### config.mk
export PLATFORM = sky130hd
export DESIGN_NAME = heartbeat_monitor_latency_average
export DESIGN_NICKNAME = d
export VERILOG_FILES = /design/src/hw/rtl/hbma_pkg.sv /design/src/hw/rtl/hbma_sdiv.sv /design/src/hw/rtl/heartbeat_monitor_latency_average.sv
export VERILOG_INCLUDE_DIRS = /design/src /design/src/hw/rtl
export SDC_FILE = /design/constraint.sdc
export NUM_CORES = 2
export LEC_CHECK = 0
export ABC_AREA = 1
export BUFFER_PORTS_ARGS = -buffer_cell sky130_fd_sc_hd__buf_2
export CELL_PAD_IN_SITES_DETAIL_PLACEMENT = 0
export CELL_PAD_IN_SITES_GLOBAL_PLACEMENT = 1
export CORE_MARGIN = 2
export CORE_UTILIZATION = 53
export DETAILED_ROUTE_END_ITERATION = 12
export PLACE_DENSITY_LB_ADDON = 0.1
export RECOVER_POWER = 100
export SLEW_MARGIN = 20
export SYNTH_ARGS = -nofsm -noshare
export SYNTH_HDL_FRONTEND = slang
export SYNTH_SLANG_ARGS = --single-unit
### constraint.sdc
create_clock -name clk -period 10.2 [get_ports clk]
set_input_delay 2.55 -clock clk [delete_from_list [all_inputs] [get_ports clk]]
set_output_delay 2.55 -clock clk [all_outputs]
set_load 0.02 [all_outputs]
### src/hw/rtl/heartbeat_monitor_latency_average_assert.svh
// Assertion macros shared by the heartbeat monitor RTL.
// Expects signals named clk and arst_n in the scope where the macros are used.
`ifndef HEARTBEAT_MONITOR_LATENCY_AVERAGE_ASSERT_SVH
`define HEARTBEAT_MONITOR_LATENCY_AVERAGE_ASSERT_SVH

// A condition that must hold at every clock edge out of reset.
`define HBMA_ASSERT_ALWAYS(lbl, cond, msg) \
	lbl: assert property (@(posedge clk) disable iff (!arst_n) (cond)) else $error(msg);

// A condition that must follow from another one in the same cycle.
`define HBMA_ASSERT_IMPLY(lbl, ante, cons, msg) \
	lbl: assert property (@(posedge clk) disable iff (!arst_n) (ante) |-> (cons)) \
		else $error(msg);

`endif

### src/hw/rtl/hbma_pkg.sv
// Shared widths, types and codes of the heartbeat monitor.
// Used by hbma_sdiv and heartbeat_monitor_latency_average; depends on nothing.
package hbma_pkg;

	localparam int NOW_W     = 48;  // tick count and latency width
	localparam int TIME_W    = 50;  // deadline width, room for now plus twice an interval
	localparam int SUM_W     = 56;  // running latency sum
	localparam int CFG_W     = 32;  // interval registers
	localparam int WIN_DEPTH = 16;  // latency window entries
	localparam int WIN_AW    = (WIN_DEPTH > 1) ? $clog2(WIN_DEPTH) : 1;
	localparam int CNT_W     = $clog2(WIN_DEPTH + 1);
	localparam int BIT_W     = $clog2(SUM_W);
	localparam int ADDR_W    = 3;

	localparam logic [CFG_W-1:0] REQ_INTERVAL_RESET    = 32'd10000;
	localparam logic [CFG_W-1:0] PERMIT_INTERVAL_RESET = 32'd30000;

	// Register select, taken from paddr[2].
	localparam logic REG_REQUEST_INTERVAL = 1'b0;
	localparam logic REG_PERMIT_INTERVAL  = 1'b1;

	typedef logic [NOW_W-1:0]  stamp_t;
	typedef logic [TIME_W-1:0] time_t;
	typedef logic [SUM_W-1:0]  sum_t;
	typedef logic [CFG_W-1:0]  cfg_t;
	typedef logic [CNT_W-1:0]  cnt_t;
	typedef logic [WIN_AW-1:0] idx_t;
	typedef logic [BIT_W-1:0]  bit_t;

	typedef enum logic [1:0] {
		CMD_TICK  = 2'd0,
		CMD_REPLY = 2'd1,
		CMD_RESET = 2'd2,
		CMD_NONE  = 2'd3
	} cmd_t;

	typedef struct packed {
		logic busy;
		logic done;
	} div_stat_t;

endpackage

### src/hw/rtl/hbma_sdiv.sv
// Bit-serial restoring divider: running latency sum over the window fill count.
// Depends on hbma_pkg for widths and the status struct.
module hbma_sdiv (
	input  logic                clk,
	input  logic                arst_n,
	input  logic                start,
	input  hbma_pkg::sum_t      dividend,
	input  hbma_pkg::cnt_t      divisor,
	output hbma_pkg::div_stat_t stat,
	output hbma_pkg::stamp_t    quotient
);

	logic                       busy_q;
	logic                       done_q;
	hbma_pkg::bit_t             step_q;
	hbma_pkg::sum_t             dvd_q;
	hbma_pkg::cnt_t             rem_q;
	hbma_pkg::stamp_t           quo_q;
	logic [hbma_pkg::CNT_W:0]   trial;
	logic [hbma_pkg::CNT_W:0]   rem_nxt;
	logic                       fits;

	// One quotient bit per cycle, dividend consumed from its top bit.
	always_comb begin
		trial   = {rem_q, dvd_q[hbma_pkg::SUM_W-1]};
		fits    = (trial >= {1'b0, divisor});
		rem_nxt = fits ? (trial - {1'b0, divisor}) : trial;
	end

	always_ff @(posedge clk or negedge arst_n) begin
		if (!arst_n) begin
			busy_q <= 1'b0;
			done_q <= 1'b0;
			step_q <= '0;
		end else begin
			done_q <= !start && busy_q &&
				(step_q == hbma_pkg::bit_t'(hbma_pkg::SUM_W - 1));
			if (start) begin
				busy_q <= 1'b1;
				step_q <= '0;
			end else if (busy_q) begin
				step_q <= step_q + 1'b1;
				if (step_q == hbma_pkg::bit_t'(hbma_pkg::SUM_W - 1)) begin
					busy_q <= 1'b0;
				end
			end
		end
	end

	always_ff @(posedge clk) begin
		if (start) begin
			dvd_q <= dividend;
			rem_q <= '0;
		end else if (busy_q) begin
			dvd_q <= {dvd_q[hbma_pkg::SUM_W-2:0], 1'b0};
			rem_q <= rem_nxt[hbma_pkg::CNT_W-1:0];
			quo_q <= {quo_q[hbma_pkg::NOW_W-2:0], fits};
		end
	end

	assign stat.busy = busy_q;
	assign stat.done = done_q;
	assign quotient  = quo_q;

endmodule

### src/hw/rtl/heartbeat_monitor_latency_average.sv
// Heartbeat monitor top level; uses hbma_pkg, hbma_sdiv and the assertion .svh.
// A tick or a session reset runs the serial time pass over the 50-bit deadlines; a reply
// reads the window, runs the serial pass over the 56-bit sum and then the divider; the
// unused command code goes straight to the result. One request at a time: s_tready is
// high only while idle, so a new request waits until the last result is loaded. Asynchronous reset (arst_n low)
// loads interval defaults and zeroes deadlines and window; the latency memory is not reset.
module heartbeat_monitor_latency_average (
	input  logic                          clk,
	input  logic                          arst_n,
	// Input requests.
	input  logic                          s_tvalid,
	output logic                          s_tready,
	// now_time [47:0], echoed_time [95:48], connected [96], session_ready [97], zero pad
	input  logic [103:0]                  s_tdata,
	// command [1:0]
	input  logic [1:0]                    s_tuser,
	// Results.
	output logic                          m_tvalid,
	input  logic                          m_tready,
	// send_request [0], request_stamp [48:1], disconnect [49], average_latency [97:50], pad
	output logic [103:0]                  m_tdata,
	// Configuration.
	input  logic                          psel,
	input  logic                          penable,
	input  logic                          pwrite,
	input  logic [hbma_pkg::ADDR_W-1:0]   paddr,
	input  logic [31:0]                   pwdata,
	output logic [31:0]                   prdata,
	output logic                          pready
);

	typedef enum logic [2:0] {
		S_IDLE,
		S_TIME,
		S_RD,
		S_SUM,
		S_DIV,
		S_DONE
	} state_t;

	// Field view of the input request.
	hbma_pkg::cmd_t   command;
	hbma_pkg::stamp_t now_time;
	hbma_pkg::stamp_t echoed_time;
	logic             connected;
	logic             session_ready;

	assign command       = hbma_pkg::cmd_t'(s_tuser);
	assign now_time      = s_tdata[47:0];
	assign echoed_time   = s_tdata[95:48];
	assign connected     = s_tdata[96];
	assign session_ready = s_tdata[97];

	state_t             state_q;

	// Configuration registers.
	hbma_pkg::cfg_t     req_int_q;
	hbma_pkg::cfg_t     perm_int_q;

	// Latched request.
	hbma_pkg::cmd_t     cmd_q;
	hbma_pkg::stamp_t   now_q;
	logic               conn_q;
	logic               rdy_q;

	// Architectural state.
	hbma_pkg::time_t    ls_q;     // last heartbeat time (liveness deadline base)
	hbma_pkg::time_t    nr_q;     // next request time
	hbma_pkg::idx_t     head_q;
	hbma_pkg::cnt_t     cnt_q;
	hbma_pkg::sum_t     sum_q;
	hbma_pkg::stamp_t   mean_q;

	// Serial work registers; wa, wb, wc and, for its 48 bits, lat shift right one bit per cycle in a pass.
	hbma_pkg::time_t    wa_q;
	hbma_pkg::time_t    wb_q;
	hbma_pkg::time_t    wc_q;
	hbma_pkg::stamp_t   lat_q;
	hbma_pkg::bit_t     bit_q;
	logic               c1_q;
	logic               c2_q;
	logic               c3_q;
	logic               gt_q;     // now is later than last seen plus permit
	logic               lt_q;     // now is earlier than the next request time
	logic               div_go_q;

	// Result register.
	logic               m_valid_q;
	logic               send_q;
	hbma_pkg::stamp_t   stamp_q;
	logic               disc_q;
	hbma_pkg::stamp_t   avg_q;

	// Latency window memory.
	hbma_pkg::stamp_t   win_mem [hbma_pkg::WIN_DEPTH];
	hbma_pkg::stamp_t   mem_rd_q;
	logic               mem_we;
	hbma_pkg::idx_t     mem_wa;

	hbma_pkg::div_stat_t div_stat;
	hbma_pkg::stamp_t    div_quot;

	// Bit-level datapath signals.
	logic               n_b, p_b, r_b, l_b, x_b;
	logic               a_b, s1_b, s2_b;
	logic               lat_b, d_b, t_b;
	logic               lat_live;
	logic               full;
	logic [hbma_pkg::WIN_AW:0] slot_ext;
	hbma_pkg::idx_t     slot;
	hbma_pkg::idx_t     head_nxt;
	logic               tick_hit;
	logic               tick_upd;
	logic               cfg_wr;

	assign s_tready = (state_q == S_IDLE);
	assign m_tvalid = m_valid_q;
	assign m_tdata  = {6'd0, avg_q, disc_q, stamp_q, send_q};

	// The configuration port never stalls; paddr[2] picks the register.
	assign pready = 1'b1;
	assign cfg_wr = psel && penable && pwrite;
	assign prdata = (paddr[2] == hbma_pkg::REG_PERMIT_INTERVAL) ? perm_int_q : req_int_q;

	// Window bookkeeping. A full window overwrites its oldest entry at the head.
	assign full     = (cnt_q == hbma_pkg::cnt_t'(hbma_pkg::WIN_DEPTH));
	assign slot_ext = {1'b0, head_q} + {1'b0, cnt_q[hbma_pkg::WIN_AW-1:0]};
	assign slot     = (slot_ext >= (hbma_pkg::WIN_AW + 1)'(hbma_pkg::WIN_DEPTH)) ?
		hbma_pkg::idx_t'(slot_ext - (hbma_pkg::WIN_AW + 1)'(hbma_pkg::WIN_DEPTH)) :
		slot_ext[hbma_pkg::WIN_AW-1:0];
	assign head_nxt = (head_q == hbma_pkg::idx_t'(hbma_pkg::WIN_DEPTH - 1)) ? '0 :
		head_q + 1'b1;
	assign mem_we   = (state_q == S_SUM) &&
		(bit_q == hbma_pkg::bit_t'(hbma_pkg::SUM_W - 1));
	assign mem_wa   = full ? head_q : slot;

	// Serial datapath. During the time pass the streams are: wa now, wb the permit term,
	// wc the request term. During the sum pass: wa now, wb the echoed time, wc the entry
	// that leaves the window (zero while the window is filling).
	always_comb begin
		n_b = wa_q[0];
		p_b = wb_q[0];
		r_b = wc_q[0];
		l_b = ls_q[0];
		x_b = nr_q[0];
		// Tick: last seen plus permit. Reset: now plus twice the permit.
		a_b  = l_b ^ p_b ^ c1_q;
		s1_b = n_b ^ p_b ^ c1_q;
		// Now plus the request term, for both tick and reset.
		s2_b = n_b ^ r_b ^ c2_q;
		// Latency is now minus echo modulo 2^48: bits above that are dropped.
		lat_live = (bit_q < hbma_pkg::bit_t'(hbma_pkg::NOW_W));
		lat_b    = lat_live & (n_b ^ p_b ^ c1_q);
		// Sum minus the leaving entry, then plus the new latency.
		d_b = sum_q[0] ^ r_b ^ c2_q;
		t_b = d_b ^ lat_b ^ c3_q;
		// Decisions of a tick, read once the time pass has finished.
		tick_hit = conn_q && rdy_q && gt_q;
		tick_upd = conn_q && !tick_hit && !lt_q;
	end

	always_ff @(posedge clk or negedge arst_n) begin
		if (!arst_n) begin
			state_q    <= S_IDLE;
			req_int_q  <= hbma_pkg::REQ_INTERVAL_RESET;
			perm_int_q <= hbma_pkg::PERMIT_INTERVAL_RESET;
			cmd_q      <= hbma_pkg::CMD_NONE;
			now_q      <= '0;
			conn_q     <= 1'b0;
			rdy_q      <= 1'b0;
			ls_q       <= '0;
			nr_q       <= '0;
			head_q     <= '0;
			cnt_q      <= '0;
			sum_q      <= '0;
			mean_q     <= '0;
			wa_q       <= '0;
			wb_q       <= '0;
			wc_q       <= '0;
			lat_q      <= '0;
			bit_q      <= '0;
			c1_q       <= 1'b0;
			c2_q       <= 1'b0;
			c3_q       <= 1'b0;
			gt_q       <= 1'b0;
			lt_q       <= 1'b0;
			div_go_q   <= 1'b0;
			m_valid_q  <= 1'b0;
			send_q     <= 1'b0;
			stamp_q    <= '0;
			disc_q     <= 1'b0;
			avg_q      <= '0;
		end else begin
			// The divider starts right after the last bit of the sum pass.
			div_go_q <= mem_we;
			// A taken result frees the output register unless a new one is loaded.
			if (m_valid_q && m_tready && (state_q != S_DONE)) begin
				m_valid_q <= 1'b0;
			end

			if (cfg_wr) begin
				if (paddr[2] == hbma_pkg::REG_PERMIT_INTERVAL) begin
					perm_int_q <= pwdata;
				end else begin
					req_int_q <= pwdata;
				end
			end

			unique case (state_q)
				S_IDLE: begin
					if (s_tvalid) begin
						cmd_q  <= command;
						now_q  <= now_time;
						conn_q <= connected;
						rdy_q  <= session_ready;
						wa_q   <= hbma_pkg::time_t'(now_time);
						bit_q  <= '0;
						c1_q   <= 1'b0;
						c2_q   <= 1'b0;
						c3_q   <= 1'b0;
						gt_q   <= 1'b0;
						lt_q   <= 1'b0;
						unique case (command)
							hbma_pkg::CMD_TICK: begin
								wb_q    <= hbma_pkg::time_t'(perm_int_q);
								wc_q    <= hbma_pkg::time_t'(req_int_q);
								state_q <= S_TIME;
							end
							hbma_pkg::CMD_RESET: begin
								wb_q    <= hbma_pkg::time_t'({perm_int_q, 1'b0});
								wc_q    <= hbma_pkg::time_t'({req_int_q, 1'b0});
								state_q <= S_TIME;
							end
							hbma_pkg::CMD_REPLY: begin
								wb_q    <= hbma_pkg::time_t'(echoed_time);
								state_q <= S_RD;
							end
							hbma_pkg::CMD_NONE: begin
								state_q <= S_DONE;
							end
						endcase
					end
				end

				S_TIME: begin
					wb_q  <= {1'b0, wb_q[hbma_pkg::TIME_W-1:1]};
					wc_q  <= {1'b0, wc_q[hbma_pkg::TIME_W-1:1]};
					bit_q <= bit_q + 1'b1;
					if (cmd_q == hbma_pkg::CMD_RESET) begin
						// Both deadlines are rebuilt in place, one bit per cycle.
						c1_q <= (n_b & p_b) | (c1_q & (n_b ^ p_b));
						c2_q <= (n_b & r_b) | (c2_q & (n_b ^ r_b));
						ls_q <= {s1_b, ls_q[hbma_pkg::TIME_W-1:1]};
						nr_q <= {s2_b, nr_q[hbma_pkg::TIME_W-1:1]};
						wa_q <= {1'b0, wa_q[hbma_pkg::TIME_W-1:1]};
					end else begin
						// Deadlines rotate back to their place; the candidate next
						// request time collects in wa behind the bits of now.
						c1_q <= (l_b & p_b) | (c1_q & (l_b ^ p_b));
						c2_q <= (n_b & r_b) | (c2_q & (n_b ^ r_b));
						if (n_b != a_b) begin
							gt_q <= n_b;
						end
						if (n_b != x_b) begin
							lt_q <= x_b;
						end
						ls_q <= {l_b, ls_q[hbma_pkg::TIME_W-1:1]};
						nr_q <= {x_b, nr_q[hbma_pkg::TIME_W-1:1]};
						wa_q <= {s2_b, wa_q[hbma_pkg::TIME_W-1:1]};
					end
					if (bit_q == hbma_pkg::bit_t'(hbma_pkg::TIME_W - 1)) begin
						state_q <= S_DONE;
					end
				end

				S_RD: begin
					// mem_rd_q holds the head entry: the head has not moved since idle.
					wc_q    <= full ? hbma_pkg::time_t'(mem_rd_q) : '0;
					ls_q    <= hbma_pkg::time_t'(now_q);
					bit_q   <= '0;
					state_q <= S_SUM;
				end

				S_SUM: begin
					wa_q  <= {1'b0, wa_q[hbma_pkg::TIME_W-1:1]};
					wb_q  <= {1'b0, wb_q[hbma_pkg::TIME_W-1:1]};
					wc_q  <= {1'b0, wc_q[hbma_pkg::TIME_W-1:1]};
					bit_q <= bit_q + 1'b1;
					c1_q  <= (~n_b & p_b) | (~(n_b ^ p_b) & c1_q);
					c2_q  <= (~sum_q[0] & r_b) | (~(sum_q[0] ^ r_b) & c2_q);
					c3_q  <= (d_b & lat_b) | (c3_q & (d_b ^ lat_b));
					sum_q <= {t_b, sum_q[hbma_pkg::SUM_W-1:1]};
					if (lat_live) begin
						lat_q <= {lat_b, lat_q[hbma_pkg::NOW_W-1:1]};
					end
					if (bit_q == hbma_pkg::bit_t'(hbma_pkg::SUM_W - 1)) begin
						// The latency is stored in this cycle; the count moves
						// before the divider samples it.
						if (full) begin
							head_q <= head_nxt;
						end else begin
							cnt_q <= cnt_q + 1'b1;
						end
						state_q  <= S_DIV;
					end
				end

				S_DIV: begin
					if (div_stat.done) begin
						mean_q  <= div_quot;
						state_q <= S_DONE;
					end
				end

				S_DONE: begin
					if (!m_valid_q || m_tready) begin
						m_valid_q <= 1'b1;
						send_q    <= (cmd_q == hbma_pkg::CMD_TICK) && tick_upd && rdy_q;
						stamp_q   <= ((cmd_q == hbma_pkg::CMD_TICK) && tick_upd && rdy_q) ?
							now_q : '0;
						disc_q    <= (cmd_q == hbma_pkg::CMD_TICK) && tick_hit;
						avg_q     <= (cmd_q == hbma_pkg::CMD_RESET) ? '0 : mean_q;
						state_q   <= S_IDLE;
						unique case (cmd_q)
							hbma_pkg::CMD_TICK: begin
								if (tick_upd) begin
									nr_q <= wa_q;
								end
							end
							hbma_pkg::CMD_RESET: begin
								head_q <= '0;
								cnt_q  <= '0;
								sum_q  <= '0;
								mean_q <= '0;
							end
							hbma_pkg::CMD_REPLY, hbma_pkg::CMD_NONE: begin
							end
						endcase
					end
				end
			endcase
		end
	end

	// Window memory: one write port, one registered read port at the head.
	always_ff @(posedge clk) begin
		if (mem_we) begin
			win_mem[mem_wa] <= lat_q;
		end
		mem_rd_q <= win_mem[head_q];
	end

	hbma_sdiv u_sdiv (
		.clk      (clk),
		.arst_n   (arst_n),
		.start    (div_go_q),
		.dividend (sum_q),
		.divisor  (cnt_q),
		.stat     (div_stat),
		.quotient (div_quot)
	);

	// The window never holds more latencies than it has entries.
	`include "heartbeat_monitor_latency_average_assert.svh"
	`HBMA_ASSERT_ALWAYS(a_cnt, cnt_q <= hbma_pkg::cnt_t'(hbma_pkg::WIN_DEPTH), "count overflow")
	// A tick either times the session out or asks for a heartbeat, never both.
	`HBMA_ASSERT_IMPLY(a_send_disc, m_valid_q, !(send_q && disc_q), "send with disconnect")
	// The divider only runs while the sequencer waits for the mean.
	`HBMA_ASSERT_IMPLY(a_div_phase, |div_stat, state_q == S_DIV, "divider out of phase")

endmodule
==> run summary <==
vias in the first global route -> 43,300
worst path cell trace -> ha_1 -> fa_1 -> o21ai_0 -> nand3_1 -> nor2_1 -> clkbuf_1
RD Place Congestion -> 0.8301
IO Count -> 287
CP Data Arrival Time -> 8.34 ns
Pre-Repair DR Iteration Count -> 6
postcts setup bufs -> 0
pin count of the biggest net entering global routing -> 181
DIE WIDTH -> 354.2 um
Final HPWL DP -> 86,050 um
CP Class -> flip-flop to flip-flop
final hold violations -> 0
synthesized area -> 64,980 sq um
Core ar. -> 121,700 sq um
first-pass GRT wire length -> 252,900 um
synth unique cells -> 47
violation count after the first detailed-route iteration -> 4,377
reg2reg start -> head_q[0]
Post-Synth Adder-Cell Area -> 0.6123%
RSZ-0062 raised after global routing -> no
Slew headroom -> -198.9%
Die Y -> 354.2 um
CP Capture Type -> flip-flop
Final #Nets -> 6,634
critical path's top delay family -> buffers and inverters
DR WL/cell -> 19.64 um
Placed Cells -> 7,920
root buffer cell -> clkbuf_16
CTS tree -> built
leak pwr -> 29.05 nW
share of layout cells above drive strength 1 -> 7.517%
antenna violations before repair -> 10
Tcrit/Tclk final -> 78.76%
Cells after Synth -> 6,367
post-synthesis xor/xnor area fraction -> 0.09435%
Worst Hold Launch -> mem_rd_q[45]
crit path time final -> 8.033 ns
Avg Synthesized Cell Area -> 10.21 sq um
hold_buf cts -> 0
Synth Register Bits -> 1,570
PortBufs -> 271
critical path launch point type -> flip-flop
CTS Buf Count -> 162
leading area contributor after synthesis -> edfxtp_1
Final Setup Violations -> 0
H-Tree Depth -> 4
num rows -> 128
ANT nets after route -> 0
worst stage delay on the critical path -> 2.75 ns
gr ovfl total -> 0
CP startpoint -> head_q[0]
post-synthesis compound-gate area fraction -> 11.45%
WHS -> 0.4391 ns
FILL cells -> 10,480
Final Skew -> 0.02332 ns
clock latency on the worst-skew pair -> 0.80 ns
maxcap violations -> 43
Max Fclk -> 124.5 MHz
area delta synth->final -> 11.04%
non-filler cells, final -> 8,227
Die ar. -> 125,400 sq um
post-synthesis sequential area ratio -> 66.79%
GRT Resource Usage Total -> 25.88%
final slew viol count -> 2,563
drt total wl -> 161,600 um
power density cells -> 290.0 nW/um^2
DRC -> 0
Worst-Margin Slew -> 4.483 ns
Yosys top cell area share -> 40.30%
run status -> finished with violations
placed cell area -> 67,340 sq um
Sink Count -> 1,570
final instance area -> 72,150 sq um
critical path's slowest cell -> clkbuf_1
Yosys warning total -> 0
Worst VDD drop -> 0.2184 mV
mux cell area share after synthesis -> 0.01540%
HP Class -> flip-flop to flip-flop
clock-pin slew on the worst setup and hold paths -> 0.06 ns
buffers plus inverters on the worst setup path -> 1
Longest Clk Path Bufs -> 3
main combinational cell family by area after synthesis -> simple AND/OR/NAND/NOR gates
Initial Util -> 53.39%
DR vias/cell -> 5.513
simple-gate share of the synthesized area -> 16.08%
WP data required -> 10.51 ns
final setup TNS -> 0 ns
largest cells by area after synthesis -> edfxtp_1, dfrtp_1, nand2_1
post_cts resized -> 0
worst-path fanout max -> 62
failing checks -> capacitance limit, slew limit
vias post-DR -> 45,350
==> per-layer routing <==
metal  vias to the layer above  GRT usage (%)  wire (um)  share of wire, %
li1                      21710              -          -                 -
met1                     22110          36.68      71360                44
met2                      1305          41.94      76720                47
met3                       229          4.134      10160               6.3
met4                         6          6.814       3305               2.0
met5                         -              0         41             0.025
==> metrics by stage <==
stage	utilization (%)	power (mW)	setup WS [ns]
after floorplan	-	13.41	4.244
after global placement	55.32	15.09	3.587
after detailed placement	55.32	15.24	3.595
after CTS	59.63	21.10	3.595
after global routing	59.28	22.35	1.760
final	59.28	20.93	2.167
==> synth_stat cells, drive strengths merged <==
cell type / number
xor2: 6
xnor2: 1
clkbuf: 254
o21ai: 1025
and3: 1
a21oi: 132
dfrtp: 631
dfstp: 14
o211ai: 99
nor3b: 1
nand2b: 1
nor2: 467
a32o: 1
nand3: 361
clkinv: 1
edfxtp: 872
ha: 19
buf: 161
a22oi: 15
nand4: 10
a22o: 1
nor3: 5
nand3b: 5
o31ai: 48
or2: 51
o22ai: 61
inv: 361
conb: 2
dfxtp: 53
mux2i: 1
fa: 8
o221ai: 3
nand2: 1696
==> cell families (layout without fill, tap and decap cells) <==
group,count (synthesis),after routing
AND/OR/NAND/NOR,2598,2598
flip-flops,1570,1570
AO/OA/AOI/OAI,1385,1385
buffers and inverters,777,1003
adder cells (fa/ha/maj),27,27
XOR/XNOR,7,7
other,2,11
multiplexers,1,1
==> final timing paths <==
check | cells after the start | end | slack [ns]
max | 6 | win_mem[8][19] | 2.17
min | 2 | wc_q[45] | 0.44
max reg2reg | 6 | win_mem[8][19] | 2.17
min reg2reg | 2 | wc_q[45] | 0.44
max in group asynchronous | 2 | head_q[2] | 3.53
min in group asynchronous | 1 | stamp_q[21] | 1.83
==> placed cells by master (no fill, tap or decap), types with 15 or more instances in the layout <==
| master | count |
|---|---|
| o211ai_1 | 99 |
| a21oi_1 | 132 |
| o22ai_1 | 61 |
| nand3_1 | 360 |
| edfxtp_1 | 872 |
| o21ai_0 | 1017 |
| clkinv_1 | 18 |
| inv_1 | 351 |
| clkinv_2 | 18 |
| dfrtp_1 | 628 |
| a22oi_1 | 15 |
| or2_2 | 50 |
| dfxtp_1 | 53 |
| nand2_1 | 1694 |
| buf_4 | 31 |
| clkbuf_1 | 228 |
| o31ai_1 | 48 |
| nor2_1 | 452 |
| clkbuf_16 | 166 |
| clkbuf_8 | 22 |
| buf_2 | 136 |
| ha_1 | 17 |
==> cell type report <==
type | instances | area (sq um) | share of cell area, %
Timing Repair Buffer | 338 | 1602 | 2.220
Tap cell | 1625 | 2033 | 2.818
Clock buffer | 250 | 4690 | 6.499
Inverter | 362 | 1371 | 1.901
Clock inverter | 53 | 549.3 | 0.7613
Antenna cell | 4 | 10.01 | 0.01387
Sequential cell | 1570 | 43410 | 60.17
Multi-Input combinational cell | 4025 | 18490 | 25.62
==> state kept, by name (all words and copies together) (netlist names), 50 cells and up <==
register,count
nr_q,50
wa_q,50
sum_q,56
u_sdiv.dvd_q,56
win_mem,768
ls_q,50
==> power breakdown <==
group	switching, mW	internal [mW]	total, mW	leakage [nW]
combinational	4.04	1.74	5.79	9.81
sequential	1.04	8.27	9.31	16.7
clock	2.43	3.40	5.83	2.56
==> worst register-to-register path, delay by kind of cell, from the launching register on <==
kind            cells  cell delay, ns
compound gates      1            0.28
fa+ha+maj           2            0.94
buf+inv             1            2.76
flops               1            2.15
simple gates        2            1.36
Power figures use the tool's default switching activity.
